## src/gspc_pkg.sv

```systemverilog
package gspc_pkg;

    localparam int VOLT_W     = 13;
    localparam int GAP_W      = 14;
    localparam int RES_W      = 24;
    localparam int RATIO_W    = 16;
    localparam int K_W        = 14;
    localparam int FRAC_W     = 14;
    localparam int SLOT_W     = 3;
    localparam int ACTION_W   = 2;
    localparam int CLASS_W    = 2;
    localparam int CFG_INDEX_W = 3;
    localparam int CFG_DATA_W = 14;

    localparam int SAMPLE_COUNT_DEFAULT = 8;

    localparam int RES_NUM_W  = VOLT_W + 12;
    localparam int DIV_NUM_W  = RES_W + FRAC_W;
    localparam int DIV_DEN_W  = RES_W;
    localparam int DIV_Q_W    = RES_W;
    localparam int DIV_CNT_W  = $clog2(DIV_Q_W + 1);

    localparam logic [RES_W-1:0]   RES_MAX   = {RES_W{1'b1}};
    localparam logic [RATIO_W-1:0] RATIO_MAX = {RATIO_W{1'b1}};
    localparam logic [K_W-1:0]     K_DEFAULT = K_W'(13763);
    localparam int K_SCALE = 100;
    localparam int K_HIGH  = 96;
    localparam int K_LOW   = 6;

    localparam logic [ACTION_W-1:0] ACT_STORE    = 2'd0;
    localparam logic [ACTION_W-1:0] ACT_BASELINE = 2'd1;
    localparam logic [ACTION_W-1:0] ACT_JUDGE    = 2'd2;

    localparam logic [CLASS_W-1:0] CLASS_CLEAN    = 2'd0;
    localparam logic [CLASS_W-1:0] CLASS_LIGHT    = 2'd1;
    localparam logic [CLASS_W-1:0] CLASS_MODERATE = 2'd2;
    localparam logic [CLASS_W-1:0] CLASS_HEAVY    = 2'd3;

    localparam logic [CFG_INDEX_W-1:0] CFG_REFERENCE  = 3'd0;
    localparam logic [CFG_INDEX_W-1:0] CFG_RISE_ONE   = 3'd1;
    localparam logic [CFG_INDEX_W-1:0] CFG_RISE_TWO   = 3'd2;
    localparam logic [CFG_INDEX_W-1:0] CFG_RISE_THREE = 3'd3;
    localparam logic [CFG_INDEX_W-1:0] CFG_FALL_ONE   = 3'd4;
    localparam logic [CFG_INDEX_W-1:0] CFG_FALL_TWO   = 3'd5;
    localparam logic [CFG_INDEX_W-1:0] CFG_FALL_THREE = 3'd6;

    localparam logic [VOLT_W-1:0] REFERENCE_RESET  = VOLT_W'(2500);
    localparam logic [GAP_W-1:0]  RISE_ONE_RESET   = GAP_W'(1638);
    localparam logic [GAP_W-1:0]  RISE_TWO_RESET   = GAP_W'(3277);
    localparam logic [GAP_W-1:0]  RISE_THREE_RESET = GAP_W'(4915);
    localparam logic [GAP_W-1:0]  FALL_ONE_RESET   = GAP_W'(819);
    localparam logic [GAP_W-1:0]  FALL_TWO_RESET   = GAP_W'(2458);
    localparam logic [GAP_W-1:0]  FALL_THREE_RESET = GAP_W'(4096);

    typedef struct packed {
        logic [ACTION_W-1:0] action;
        logic [SLOT_W-1:0]   slot;
        logic [VOLT_W-1:0]   supply_mv;
        logic [VOLT_W-1:0]   load_mv;
    } sample_item_t;

    typedef struct packed {
        logic [CLASS_W-1:0] pollution_class;
        logic [RES_W-1:0]   average_resistance;
        logic [RATIO_W-1:0] resistance_ratio;
        logic               ratio_saturated;
    } result_item_t;

    typedef struct packed {
        logic                 start;
        logic [DIV_NUM_W-1:0] num;
        logic [DIV_DEN_W-1:0] den;
        logic [DIV_CNT_W-1:0] qbits;
    } div_req_t;

    typedef struct packed {
        logic               busy;
        logic               done;
        logic [DIV_Q_W-1:0] quotient;
    } div_rsp_t;

    function automatic int store_depth(int count);
        int slots;
        slots = 2 ** SLOT_W;
        return (count < slots) ? count : slots;
    endfunction

    function automatic int sum_width(int count);
        return RES_W + $clog2(store_depth(count));
    endfunction

endpackage

```

## src/gas_sensor_pollution_classifier_core.sv

```systemverilog
// Gas sensor pollution classifier.
// Items enter on sample_valid/sample_ready and results leave on
// result_valid/result_ready; every accepted item gives exactly one result item.
// Configuration registers are written through cfg_we, cfg_index and cfg_data
// while the block is idle; the user must keep to this, as the block does not
// enforce it. A write takes effect at the same clock edge.
// A store item divides for the sensor resistance on the shared restoring
// divider, or fixes the resistance at zero or at its maximum without a division.
// A judge item uses the divider for the ratio and for K, for only one of them,
// or for neither; a baseline item or an unused action takes no division.
// The divider resolves one quotient bit per cycle.
// The block takes one item at a time; sample_ready is high only while idle and
// returns together with result_valid when a result is registered.
// A finished result waits in the output register, so the next item is taken
// while the receiver stalls, and its result waits until the register frees.
// Reset clears the sample store, the baseline and the class history and sets the
// configuration registers to defaults; the block is ready right after reset.
module gas_sensor_pollution_classifier_core #(
    parameter int SAMPLE_COUNT = gspc_pkg::SAMPLE_COUNT_DEFAULT
) (
    input  logic                                clk,
    input  logic                                rst_n,
    input  logic                                sample_valid,
    output logic                                sample_ready,
    input  gspc_pkg::sample_item_t              sample_item,
    output logic                                result_valid,
    input  logic                                result_ready,
    output gspc_pkg::result_item_t              result_item,
    input  logic                                cfg_we,
    input  logic [gspc_pkg::CFG_INDEX_W-1:0]    cfg_index,
    input  logic [gspc_pkg::CFG_DATA_W-1:0]     cfg_data
);

    localparam int VOLT_W    = gspc_pkg::VOLT_W;
    localparam int GAP_W     = gspc_pkg::GAP_W;
    localparam int RES_W     = gspc_pkg::RES_W;
    localparam int RATIO_W   = gspc_pkg::RATIO_W;
    localparam int K_W       = gspc_pkg::K_W;
    localparam int FRAC_W    = gspc_pkg::FRAC_W;
    localparam int CLASS_W   = gspc_pkg::CLASS_W;
    localparam int NUM_W     = gspc_pkg::DIV_NUM_W;
    localparam int DEN_W     = gspc_pkg::DIV_DEN_W;
    localparam int CNT_W     = gspc_pkg::DIV_CNT_W;
    localparam int RES_NUM_W = gspc_pkg::RES_NUM_W;
    localparam int SUM_W     = gspc_pkg::sum_width(SAMPLE_COUNT);
    localparam int SAT_W     = VOLT_W + RES_W;
    localparam int RANGE_W   = VOLT_W + 7;
    localparam int CMP_W     = RATIO_W + 2;

    // The store average divides by the slot count through a rounded-up
    // reciprocal, which is exact over the whole range of the sum.
    localparam int AVG_SHIFT = SUM_W + $clog2(SAMPLE_COUNT);
    localparam int AVG_MUL_W = SUM_W + 1;
    localparam int PROD_W    = SUM_W + AVG_MUL_W;
    localparam logic [AVG_MUL_W-1:0] AVG_MUL =
        AVG_MUL_W'(((64'd1 << AVG_SHIFT) + 64'(SAMPLE_COUNT) - 64'd1) / 64'(SAMPLE_COUNT));

    typedef enum logic [3:0] {
        S_IDLE,
        S_STORE_PREP,
        S_RES_DIV,
        S_STORE_WRITE,
        S_AVG_START,
        S_JUDGE_PREP,
        S_RATIO_DIV,
        S_K_PREP,
        S_K_DIV,
        S_CLASS,
        S_OUT
    } state_t;

    state_t                   state_reg, state_next;
    logic                     result_valid_reg, result_valid_next;
    gspc_pkg::result_item_t   result_reg, result_next;

    gspc_pkg::sample_item_t   item_reg, item_next;
    logic [RES_W-1:0]         res_reg, res_next;
    logic [RATIO_W-1:0]       ratio_reg, ratio_next;
    logic                     sat_reg, sat_next;
    logic [K_W-1:0]           k_reg, k_next;

    logic [RES_W-1:0]         avg_reg, avg_next;
    logic [RES_W-1:0]         base_reg, base_next;
    logic [CLASS_W-1:0]       class_reg, class_next;
    logic [CLASS_W-1:0]       prev_reg, prev_next;

    logic [VOLT_W-1:0]        ref_reg;
    logic [GAP_W-1:0]         rise_one_reg, rise_two_reg, rise_three_reg;
    logic [GAP_W-1:0]         fall_one_reg, fall_two_reg, fall_three_reg;

    gspc_pkg::div_req_t       div_req;
    gspc_pkg::div_rsp_t       div_rsp;
    logic                     store_we;
    logic [SUM_W-1:0]         sum;
    logic [PROD_W-1:0]        avg_prod;

    logic [VOLT_W-1:0]        volt_diff;
    logic [RES_NUM_W-1:0]     res_num;
    logic                     res_zero;
    logic                     res_sat;
    logic                     ratio_sat;
    logic [RANGE_W-1:0]       ref_scaled, supply_high, supply_low;
    logic                     k_out_of_range;

    logic signed [CMP_W-1:0]  ratio_s;
    logic signed [CMP_W-1:0]  thr_rise_one, thr_rise_two, thr_rise_three;
    logic signed [CMP_W-1:0]  thr_fall_one, thr_fall_two, thr_fall_three;

    gspc_div u_div (
        .clk   (clk),
        .rst_n (rst_n),
        .req   (div_req),
        .rsp   (div_rsp)
    );

    gspc_store #(
        .SAMPLE_COUNT (SAMPLE_COUNT)
    ) u_store (
        .clk   (clk),
        .rst_n (rst_n),
        .we    (store_we),
        .slot  (item_reg.slot),
        .value (res_reg),
        .sum   (sum)
    );

    assign volt_diff = item_reg.supply_mv - item_reg.load_mv;
    assign res_num   = (RES_NUM_W'(volt_diff) << 11) + (RES_NUM_W'(volt_diff) << 9);
    assign res_zero  = (item_reg.load_mv == '0) || (item_reg.load_mv > item_reg.supply_mv);
    assign res_sat   = SAT_W'(res_num) >= {item_reg.load_mv, {RES_W{1'b0}}};

    assign avg_prod  = PROD_W'(sum) * PROD_W'(AVG_MUL);

    assign ratio_sat = (RES_W + 2)'(avg_reg) >= {base_reg, 2'b00};

    assign ref_scaled  = RANGE_W'(ref_reg) * RANGE_W'(gspc_pkg::K_SCALE);
    assign supply_high = RANGE_W'(item_reg.supply_mv) * RANGE_W'(gspc_pkg::K_HIGH);
    assign supply_low  = RANGE_W'(item_reg.supply_mv) * RANGE_W'(gspc_pkg::K_LOW);
    assign k_out_of_range = (item_reg.supply_mv == '0) || (ref_scaled > supply_high)
                            || (ref_scaled < supply_low);

    assign ratio_s        = CMP_W'(ratio_reg);
    assign thr_rise_one   = CMP_W'(k_reg) - CMP_W'(rise_one_reg);
    assign thr_rise_two   = CMP_W'(k_reg) - CMP_W'(rise_two_reg);
    assign thr_rise_three = CMP_W'(k_reg) - CMP_W'(rise_three_reg);
    assign thr_fall_one   = CMP_W'(k_reg) - CMP_W'(fall_one_reg);
    assign thr_fall_two   = CMP_W'(k_reg) - CMP_W'(fall_two_reg);
    assign thr_fall_three = CMP_W'(k_reg) - CMP_W'(fall_three_reg);

    assign sample_ready = (state_reg == S_IDLE);

    always_comb
    begin
        state_next        = state_reg;
        result_valid_next = result_valid_reg;
        result_next       = result_reg;
        item_next         = item_reg;
        res_next          = res_reg;
        ratio_next        = ratio_reg;
        sat_next          = sat_reg;
        k_next            = k_reg;
        avg_next          = avg_reg;
        base_next         = base_reg;
        class_next        = class_reg;
        prev_next         = prev_reg;
        div_req           = '0;
        store_we          = 1'b0;

        if (result_valid_reg && result_ready)
        begin
            result_valid_next = 1'b0;
        end

        case (state_reg)
            S_IDLE:
            begin
                if (sample_valid)
                begin
                    item_next  = sample_item;
                    ratio_next = '0;
                    sat_next   = 1'b0;
                    case (sample_item.action)
                        gspc_pkg::ACT_STORE:
                        begin
                            state_next = S_STORE_PREP;
                        end
                        gspc_pkg::ACT_BASELINE:
                        begin
                            if (avg_reg > base_reg)
                            begin
                                base_next = avg_reg;
                            end
                            state_next = S_OUT;
                        end
                        gspc_pkg::ACT_JUDGE:
                        begin
                            state_next = S_JUDGE_PREP;
                        end
                        default:
                        begin
                            state_next = S_OUT;
                        end
                    endcase
                end
            end
            S_STORE_PREP:
            begin
                if (res_zero)
                begin
                    res_next   = '0;
                    state_next = S_STORE_WRITE;
                end
                else if (res_sat)
                begin
                    res_next   = gspc_pkg::RES_MAX;
                    state_next = S_STORE_WRITE;
                end
                else
                begin
                    div_req.start = 1'b1;
                    div_req.num   = NUM_W'(res_num);
                    div_req.den   = DEN_W'(item_reg.load_mv);
                    div_req.qbits = CNT_W'(RES_W);
                    state_next    = S_RES_DIV;
                end
            end
            S_RES_DIV:
            begin
                if (div_rsp.done)
                begin
                    res_next   = div_rsp.quotient[RES_W-1:0];
                    state_next = S_STORE_WRITE;
                end
            end
            S_STORE_WRITE:
            begin
                store_we   = 1'b1;
                state_next = S_AVG_START;
            end
            S_AVG_START:
            begin
                avg_next   = RES_W'(avg_prod >> AVG_SHIFT);
                state_next = S_OUT;
            end
            S_JUDGE_PREP:
            begin
                if ((base_reg == '0) || ratio_sat)
                begin
                    ratio_next = gspc_pkg::RATIO_MAX;
                    sat_next   = 1'b1;
                    state_next = S_K_PREP;
                end
                else
                begin
                    div_req.start = 1'b1;
                    div_req.num   = {avg_reg, {FRAC_W{1'b0}}};
                    div_req.den   = base_reg;
                    div_req.qbits = CNT_W'(RATIO_W);
                    state_next    = S_RATIO_DIV;
                end
            end
            S_RATIO_DIV:
            begin
                if (div_rsp.done)
                begin
                    ratio_next = div_rsp.quotient[RATIO_W-1:0];
                    state_next = S_K_PREP;
                end
            end
            S_K_PREP:
            begin
                if (k_out_of_range)
                begin
                    k_next     = gspc_pkg::K_DEFAULT;
                    state_next = S_CLASS;
                end
                else
                begin
                    div_req.start = 1'b1;
                    div_req.num   = NUM_W'({ref_reg, {FRAC_W{1'b0}}});
                    div_req.den   = DEN_W'(item_reg.supply_mv);
                    div_req.qbits = CNT_W'(K_W);
                    state_next    = S_K_DIV;
                end
            end
            S_K_DIV:
            begin
                if (div_rsp.done)
                begin
                    k_next     = div_rsp.quotient[K_W-1:0];
                    state_next = S_CLASS;
                end
            end
            S_CLASS:
            begin
                case (class_reg)
                    gspc_pkg::CLASS_CLEAN:
                    begin
                        if (ratio_s <= thr_rise_one)
                        begin
                            class_next = gspc_pkg::CLASS_LIGHT;
                            prev_next  = class_reg;
                        end
                    end
                    gspc_pkg::CLASS_LIGHT:
                    begin
                        if ((ratio_s <= thr_rise_two) && (prev_reg == gspc_pkg::CLASS_CLEAN))
                        begin
                            class_next = gspc_pkg::CLASS_MODERATE;
                            prev_next  = class_reg;
                        end
                        else if ((ratio_s >= thr_fall_one)
                                 && (prev_reg == gspc_pkg::CLASS_MODERATE))
                        begin
                            class_next = gspc_pkg::CLASS_CLEAN;
                            prev_next  = class_reg;
                        end
                    end
                    gspc_pkg::CLASS_MODERATE:
                    begin
                        if ((ratio_s <= thr_rise_three) && (prev_reg == gspc_pkg::CLASS_LIGHT))
                        begin
                            class_next = gspc_pkg::CLASS_HEAVY;
                            prev_next  = class_reg;
                        end
                        else if ((ratio_s >= thr_fall_two)
                                 && (prev_reg == gspc_pkg::CLASS_HEAVY))
                        begin
                            class_next = gspc_pkg::CLASS_LIGHT;
                            prev_next  = class_reg;
                        end
                    end
                    default:
                    begin
                        if (ratio_s >= thr_fall_three)
                        begin
                            class_next = gspc_pkg::CLASS_MODERATE;
                            prev_next  = class_reg;
                        end
                    end
                endcase
                state_next = S_OUT;
            end
            S_OUT:
            begin
                if (!result_valid_reg || result_ready)
                begin
                    result_valid_next                  = 1'b1;
                    result_next.pollution_class        = class_reg;
                    result_next.average_resistance     = avg_reg;
                    result_next.resistance_ratio       = ratio_reg;
                    result_next.ratio_saturated        = sat_reg;
                    state_next                         = S_IDLE;
                end
            end
            default:
            begin
                state_next = S_IDLE;
            end
        endcase
    end

    always_ff @(posedge clk or negedge rst_n)
    begin
        if (!rst_n)
        begin
            state_reg        <= S_IDLE;
            result_valid_reg <= 1'b0;
            result_reg       <= '0;
        end
        else
        begin
            state_reg        <= state_next;
            result_valid_reg <= result_valid_next;
            result_reg       <= result_next;
        end
    end

    always_ff @(posedge clk)
    begin
        item_reg  <= item_next;
        res_reg   <= res_next;
        ratio_reg <= ratio_next;
        sat_reg   <= sat_next;
        k_reg     <= k_next;
    end

    always_ff @(posedge clk or negedge rst_n)
    begin
        if (!rst_n)
        begin
            avg_reg   <= '0;
            base_reg  <= '0;
            class_reg <= gspc_pkg::CLASS_CLEAN;
            prev_reg  <= gspc_pkg::CLASS_CLEAN;
        end
        else
        begin
            avg_reg   <= avg_next;
            base_reg  <= base_next;
            class_reg <= class_next;
            prev_reg  <= prev_next;
        end
    end

    always_ff @(posedge clk or negedge rst_n)
    begin
        if (!rst_n)
        begin
            ref_reg        <= gspc_pkg::REFERENCE_RESET;
            rise_one_reg   <= gspc_pkg::RISE_ONE_RESET;
            rise_two_reg   <= gspc_pkg::RISE_TWO_RESET;
            rise_three_reg <= gspc_pkg::RISE_THREE_RESET;
            fall_one_reg   <= gspc_pkg::FALL_ONE_RESET;
            fall_two_reg   <= gspc_pkg::FALL_TWO_RESET;
            fall_three_reg <= gspc_pkg::FALL_THREE_RESET;
        end
        else if (cfg_we)
        begin
            case (cfg_index)
                gspc_pkg::CFG_REFERENCE:  ref_reg        <= cfg_data[VOLT_W-1:0];
                gspc_pkg::CFG_RISE_ONE:   rise_one_reg   <= cfg_data[GAP_W-1:0];
                gspc_pkg::CFG_RISE_TWO:   rise_two_reg   <= cfg_data[GAP_W-1:0];
                gspc_pkg::CFG_RISE_THREE: rise_three_reg <= cfg_data[GAP_W-1:0];
                gspc_pkg::CFG_FALL_ONE:   fall_one_reg   <= cfg_data[GAP_W-1:0];
                gspc_pkg::CFG_FALL_TWO:   fall_two_reg   <= cfg_data[GAP_W-1:0];
                gspc_pkg::CFG_FALL_THREE: fall_three_reg <= cfg_data[GAP_W-1:0];
                default:
                begin
                end
            endcase
        end
    end

    assign result_valid = result_valid_reg;
    assign result_item  = result_reg;

    // The shared divider is never restarted while a division is in flight.
    assert property (@(posedge clk) disable iff (!rst_n)
        div_req.start |-> !div_rsp.busy)
    else $error("divider started while busy");

    // The class only changes in the classification step.
    assert property (@(posedge clk) disable iff (!rst_n)
        !$stable(class_reg) |-> ($past(state_reg) == S_CLASS))
    else $error("class changed outside the classification step");

    // The class moves by one level at a time.
    assert property (@(posedge clk) disable iff (!rst_n)
        !$stable(class_reg) |->
            ((CLASS_W'(class_reg - $past(class_reg)) == CLASS_W'(1))
             || (CLASS_W'($past(class_reg) - class_reg) == CLASS_W'(1))))
    else $error("class skipped a level");

    // The baseline maximum never decreases.
    assert property (@(posedge clk) disable iff (!rst_n)
        base_reg >= $past(base_reg))
    else $error("baseline decreased");

endmodule

```

## src/gspc_div.sv

```systemverilog
module gspc_div (
    input  logic                clk,
    input  logic                rst_n,
    input  gspc_pkg::div_req_t  req,
    output gspc_pkg::div_rsp_t  rsp
);

    localparam int NUM_W = gspc_pkg::DIV_NUM_W;
    localparam int DEN_W = gspc_pkg::DIV_DEN_W;
    localparam int Q_W   = gspc_pkg::DIV_Q_W;
    localparam int CNT_W = gspc_pkg::DIV_CNT_W;
    localparam int DS_W  = DEN_W + Q_W - 1;

    logic             busy_reg, busy_next;
    logic             done_reg, done_next;
    logic [CNT_W-1:0] cnt_reg, cnt_next;
    logic [NUM_W-1:0] rem_reg, rem_next;
    logic [DS_W-1:0]  ds_reg, ds_next;
    logic [Q_W-1:0]   quo_reg, quo_next;
    logic             fit;

    // The quotient is known to fit in qbits, so each step tries one shifted divisor.
    assign fit = DS_W'(rem_reg) >= ds_reg;

    always_comb
    begin
        busy_next = busy_reg;
        done_next = 1'b0;
        cnt_next  = cnt_reg;
        rem_next  = rem_reg;
        ds_next   = ds_reg;
        quo_next  = quo_reg;
        if (req.start)
        begin
            busy_next = 1'b1;
            cnt_next  = req.qbits;
            rem_next  = req.num;
            ds_next   = DS_W'(req.den) << (req.qbits - CNT_W'(1));
            quo_next  = '0;
        end
        else if (busy_reg)
        begin
            if (fit)
            begin
                rem_next = rem_reg - NUM_W'(ds_reg);
            end
            quo_next = {quo_reg[Q_W-2:0], fit};
            ds_next  = ds_reg >> 1;
            cnt_next = cnt_reg - CNT_W'(1);
            if (cnt_reg == CNT_W'(1))
            begin
                busy_next = 1'b0;
                done_next = 1'b1;
            end
        end
    end

    always_ff @(posedge clk or negedge rst_n)
    begin
        if (!rst_n)
        begin
            busy_reg <= 1'b0;
            done_reg <= 1'b0;
            cnt_reg  <= '0;
        end
        else
        begin
            busy_reg <= busy_next;
            done_reg <= done_next;
            cnt_reg  <= cnt_next;
        end
    end

    always_ff @(posedge clk)
    begin
        rem_reg <= rem_next;
        ds_reg  <= ds_next;
        quo_reg <= quo_next;
    end

    assign rsp.busy     = busy_reg;
    assign rsp.done     = done_reg;
    assign rsp.quotient = quo_reg;

endmodule

```

## src/gspc_store.sv

```systemverilog
module gspc_store #(
    parameter int SAMPLE_COUNT = gspc_pkg::SAMPLE_COUNT_DEFAULT
) (
    input  logic                                           clk,
    input  logic                                           rst_n,
    input  logic                                           we,
    input  logic [gspc_pkg::SLOT_W-1:0]                    slot,
    input  logic [gspc_pkg::RES_W-1:0]                     value,
    output logic [gspc_pkg::sum_width(SAMPLE_COUNT)-1:0]   sum
);

    localparam int DEPTH = gspc_pkg::store_depth(SAMPLE_COUNT);
    localparam int IDX_W = $clog2(DEPTH);
    localparam int SUM_W = gspc_pkg::sum_width(SAMPLE_COUNT);
    localparam int RES_W = gspc_pkg::RES_W;

    // Slots beyond the reach of the slot field always hold zero and take no storage.
    logic [RES_W-1:0] entry_reg [DEPTH];
    logic [SUM_W-1:0] sum_reg, sum_next;
    logic [IDX_W-1:0] idx;
    logic             slot_ok;
    logic [RES_W-1:0] old_value;

    assign slot_ok   = 32'(slot) < SAMPLE_COUNT;
    assign idx       = slot[IDX_W-1:0];
    assign old_value = entry_reg[idx];
    assign sum_next  = sum_reg - SUM_W'(old_value) + SUM_W'(value);

    always_ff @(posedge clk or negedge rst_n)
    begin
        if (!rst_n)
        begin
            for (int i = 0; i < DEPTH; i++)
            begin
                entry_reg[i] <= '0;
            end
            sum_reg <= '0;
        end
        else if (we && slot_ok)
        begin
            entry_reg[idx] <= value;
            sum_reg        <= sum_next;
        end
    end

    assign sum = sum_reg;

endmodule
```

## config.mk

```make
export PLATFORM = sky130hd
export DESIGN_NAME = gas_sensor_pollution_classifier_core
export DESIGN_NICKNAME = d
export VERILOG_FILES = /design/src/gspc_pkg.sv /design/src/gas_sensor_pollution_classifier_core.sv /design/src/gspc_div.sv /design/src/gspc_store.sv
export SDC_FILE = /design/constraint.sdc
export NUM_CORES = 2
export LEC_CHECK = 0
export BUFFER_PORTS_ARGS = -buffer_cell sky130_fd_sc_hd__buf_2
export CORE_ASPECT_RATIO = 0.9
export CORE_UTILIZATION = 50
export CTS_CLUSTER_DIAMETER = 150
export DETAILED_ROUTE_END_ITERATION = 8
export GPL_TIMING_DRIVEN = 0
export PLACE_DENSITY = 0.77
export SYNTH_ARGS = -nofsm -noshare
export SYNTH_HDL_FRONTEND = slang
export SYNTH_SLANG_ARGS = --single-unit
export TNS_END_PERCENT = 1
```

## constraint.sdc

```tcl
create_clock -name clk -period 10.95 [get_ports clk]
set_clock_uncertainty 0.15 [all_clocks]
set_input_delay 0.5475 -clock clk [delete_from_list [all_inputs] [get_ports clk]]
set_output_delay 0.5475 -clock clk [all_outputs]
set_load 0.02 [all_outputs]
```

==> results.sh <==
export IMPL_ctsLongestPathBuffers=3
export IMPL_vias=32880
export IMPL_start_kind="register"
export IMPL_worstPathRequired_ps=11210
export IMPL_clk_latency_ps=640
export IMPL_routabilityCongestion=1.006
export IMPL_fp_dieW_um=297.8
export IMPL_cp_end_kind="register"
export IMPL_ys_types=85
export IMPL_syn_num_nets=4603
export IMPL_async_reset_ff_share_pct=68.67
export IMPL_tightest_slew_ps=1518
export IMPL_rsz0062_at_grt="no"
export IMPL_p_leak_nw=20.16
export IMPL_drc=0
export IMPL_cts_buffers=68
export IMPL_critical_path_arrival_ps=9630
export IMPL_switchingPower_w=0.006253
export IMPL_cts_root_buf="clkbuf_16"
export IMPL_cts_htree_levels=3
export IMPL_fin_nets=4810
export IMPL_finalMaxSlewViolations=5
export IMPL_synth_edff_count=169
export IMPL_numPortBuffers=95
export IMPL_grt_overflow=0
export IMPL_fp_row_count=97
export IMPL_grt_max_degree=121
export IMPL_core_um2=77920
export IMPL_drtPass1Iterations=7
export IMPL_cpMaxStageDelayCell="o21ai_1"
export IMPL_layout_drive_gt1_share_pct=10.08
export IMPL_synthFlopType="dfrtp_1"
export IMPL_violations="capacitance limit, slew limit"
export IMPL_pwr_share_comb_pct=54.4
export IMPL_grt_pass1_wl_um=179900
export IMPL_relSlewSlack_pct=-2.118
export IMPL_ys_seq_area_share_pct=41.12
export IMPL_clock_power_share_pct=17.3
export IMPL_crit_family="compound AO/OA/AOI/OAI gates"
export IMPL_drtIter0Drc=3613
export IMPL_criticalPathCategory="register to register"
export IMPL_die_h_um=268.2
export IMPL_largest_reg_flops=192
export IMPL_grt_use_total_pct=29.03
export IMPL_io_pins=98
export IMPL_yosys_warnings=0
export IMPL_ir_drop_mv=0.1722
export IMPL_crit_buf_inv=6
export IMPL_setup_viol=0
export IMPL_intPower_w=0.007874
export IMPL_syn_area_um2=39370
export IMPL_worst_path_largest_cell_delay_ps=640
export IMPL_clock_sinks=616
export IMPL_ys_top_cells_by_area="dfrtp_1, ha_1, edfxtp_1, o21ai_0, mux2_2"
export IMPL_ys_seq_elements=616
export IMPL_syn_area_per_cell_um2=9.625
export IMPL_p_seq_share_pct=28.3
export IMPL_drv_cap=1
export IMPL_status="complete, but fails checks"
export IMPL_synth_top_area_cell="dfrtp_1"
export IMPL_area_growth_pct=12.03
export IMPL_dieArea_um2=79860
export IMPL_path_common_cell="ha_1"
export IMPL_clk_pin_slew_worst_paths_ps=60
export IMPL_first_global_vias=31720
export IMPL_hold_violations=0
export IMPL_antenna_found_initial=3
export IMPL_fmax_mhz=106.6
export IMPL_min_period_over_period_pct=85.63
export IMPL_utilization_pct=56.60
export IMPL_syn_inst=4090
export IMPL_drt_wl_total_um=117300
export IMPL_p_per_area_nw_per_um2=320.3
export IMPL_synth_top_cell_area_share_pct=24.47
export IMPL_hp_class="input pin to register"
export IMPL_hpwl_um=86170
export IMPL_crit_fanout=10
export IMPL_fin_tns_setup_ps=0
export IMPL_vias_per_cell=6.095
export IMPL_cts_tree="yes"
export IMPL_switching_share_pct=44.26
export IMPL_period_needed_ps=9377
export IMPL_antenna_left=0
export IMPL_start_util_pct=50.52
export IMPL_avgRoutedWirePerCell_um=21.75
cell usage in the layout, fill, tap and decap left out, types with 42 or more instances in the layout:
| cell type | n |
|---|---|
| nand4_1 | 55 |
| xnor2_1 | 84 |
| mux2_2 | 142 |
| nand2_1 | 408 |
| nor3_1 | 60 |
| inv_1 | 413 |
| nor2b_1 | 47 |
| nor2_1 | 184 |
| dfrtp_1 | 385 |
| ha_1 | 418 |
| xor2_1 | 57 |
| o21ai_0 | 422 |
| nand3_1 | 81 |
| a22oi_1 | 115 |
| edfxtp_1 | 169 |
| clkbuf_1 | 142 |
| nand2b_1 | 57 |
| clkbuf_16 | 70 |
| a21o_1 | 99 |
| a21oi_1 | 186 |
| fa_1 | 42 |
| buf_2 | 103 |
routing by layer:
| metal | global-route usage [%] | up-vias | wire length [um] |
|---|---|---|---|
| li1 | - | 15040 | - |
| met1 | 39.88 | 16040 | 49680 |
| met2 | 45.13 | 1533 | 52040 |
| met3 | 5.967 | 274 | 11290 |
| met4 | 11.19 | 0 | 4323 |
| met5 | 0 | - | 0 |
Yosys cell counts (all sizes together), types with 13 or more instances:
| cell | count |
|---|---|
| fa | 42 |
| mux2i | 29 |
| a31oi | 22 |
| o211ai | 15 |
| nor3 | 63 |
| buf | 13 |
| nand3 | 81 |
| and2 | 14 |
| o31ai | 16 |
| clkbuf | 127 |
| dfrtp | 385 |
| nand4 | 55 |
| or2 | 13 |
| edfxtp | 169 |
| ha | 418 |
| nor4 | 29 |
| xor2 | 57 |
| a21oi | 186 |
| o21a | 39 |
| a22oi | 115 |
| or3 | 16 |
| dfstp | 38 |
| o21ai | 432 |
| o22ai | 17 |
| mux2 | 142 |
| nor2 | 184 |
| and3 | 20 |
| a211oi | 19 |
| inv | 413 |
| o21bai | 24 |
| nand2b | 58 |
| a21o | 99 |
| dfxtp | 24 |
| nand2 | 410 |
| xnor2 | 84 |
| nor2b | 47 |
cell families after synthesis:
kind of cell,count (synthesis),synth area share [%]
muxes,171,4.799
and+or+nand+nor,1038,12.56
adders and majority gates,460,15.42
DFF,616,41.12
xor gates and xnor gates,141,3.137
AOI/OAI and AO/OA,1109,17.62
buffers and inverters,555,5.336
stage by stage:
stage | std cells | power, W | hold slack, ps | cell area (um2) | worst slack, ps
floorplan | 4090 | 0.009390 | 101.9 | 39370 | 2773
global placement | 5224 | 0.01117 | 311.0 | 41140 | 465.2
CTS | 5392 | 0.01398 | 70.98 | 44090 | 1771
finish | 5395 | 0.01413 | 99.26 | 44100 | 1573
global route | 5394 | 0.01519 | 114.1 | 44100 | 1157
detailed placement | 5236 | 0.01145 | 315.6 | 41370 | 1816
power groups by stage:
stage                     Clock [W]  Sequential [W]  Combinational [W]
after detailed placement          0         0.00400            0.00744
after floorplan                   0         0.00379            0.00560
after global placement            0         0.00399            0.00718
after global routing        0.00255         0.00406            0.00858
after CTS                   0.00246         0.00397            0.00755
final                       0.00244         0.00400            0.00768
worst paths after layout:
path                                       from                    end  slack (ps)  depth (start not counted)
worst max-delay path               item_reg[13]       u_div.ds_reg[34]        1570                         30
worst min-delay path                cfg_data[1]        fall_one_reg[1]         100                          3
worst max register to register     item_reg[13]       u_div.ds_reg[34]        1570                         30
worst min register to register  u_store.sum[26]        u_store.sum[26]         330                          1
max in group asynchronous                 rst_n  u_store.entry_reg[66]        8680                          4
min in group asynchronous                 rst_n       rise_one_reg[12]         410                          2
timing repair:
item / CTS / global route
buffers inserted: 0 / 0
gates resized for setup: 0 / 0
hold buffers: 30 / 0
hold endpoints to repair: 90 / 0
worst min-delay path, stage by stage:
cell and delay [ps]:
buf_2 160, nand2_1 60, o21ai_0 70
cell type report:
class | count | area (um2)
Antenna cell | 3 | 7.507
Buffer | 140 | 543.0
Clock buffer | 95 | 1939
Clock inverter | 31 | 485.5
Fill cell | 6709 | 33810
Inverter | 415 | 1558
Multi-Input combinational cell | 2919 | 21100
Sequential cell | 616 | 16190
Tap cell | 1039 | 1300
Timing Repair Buffer | 137 | 977.2
Note: power is estimated with default switching activity, not from simulation.
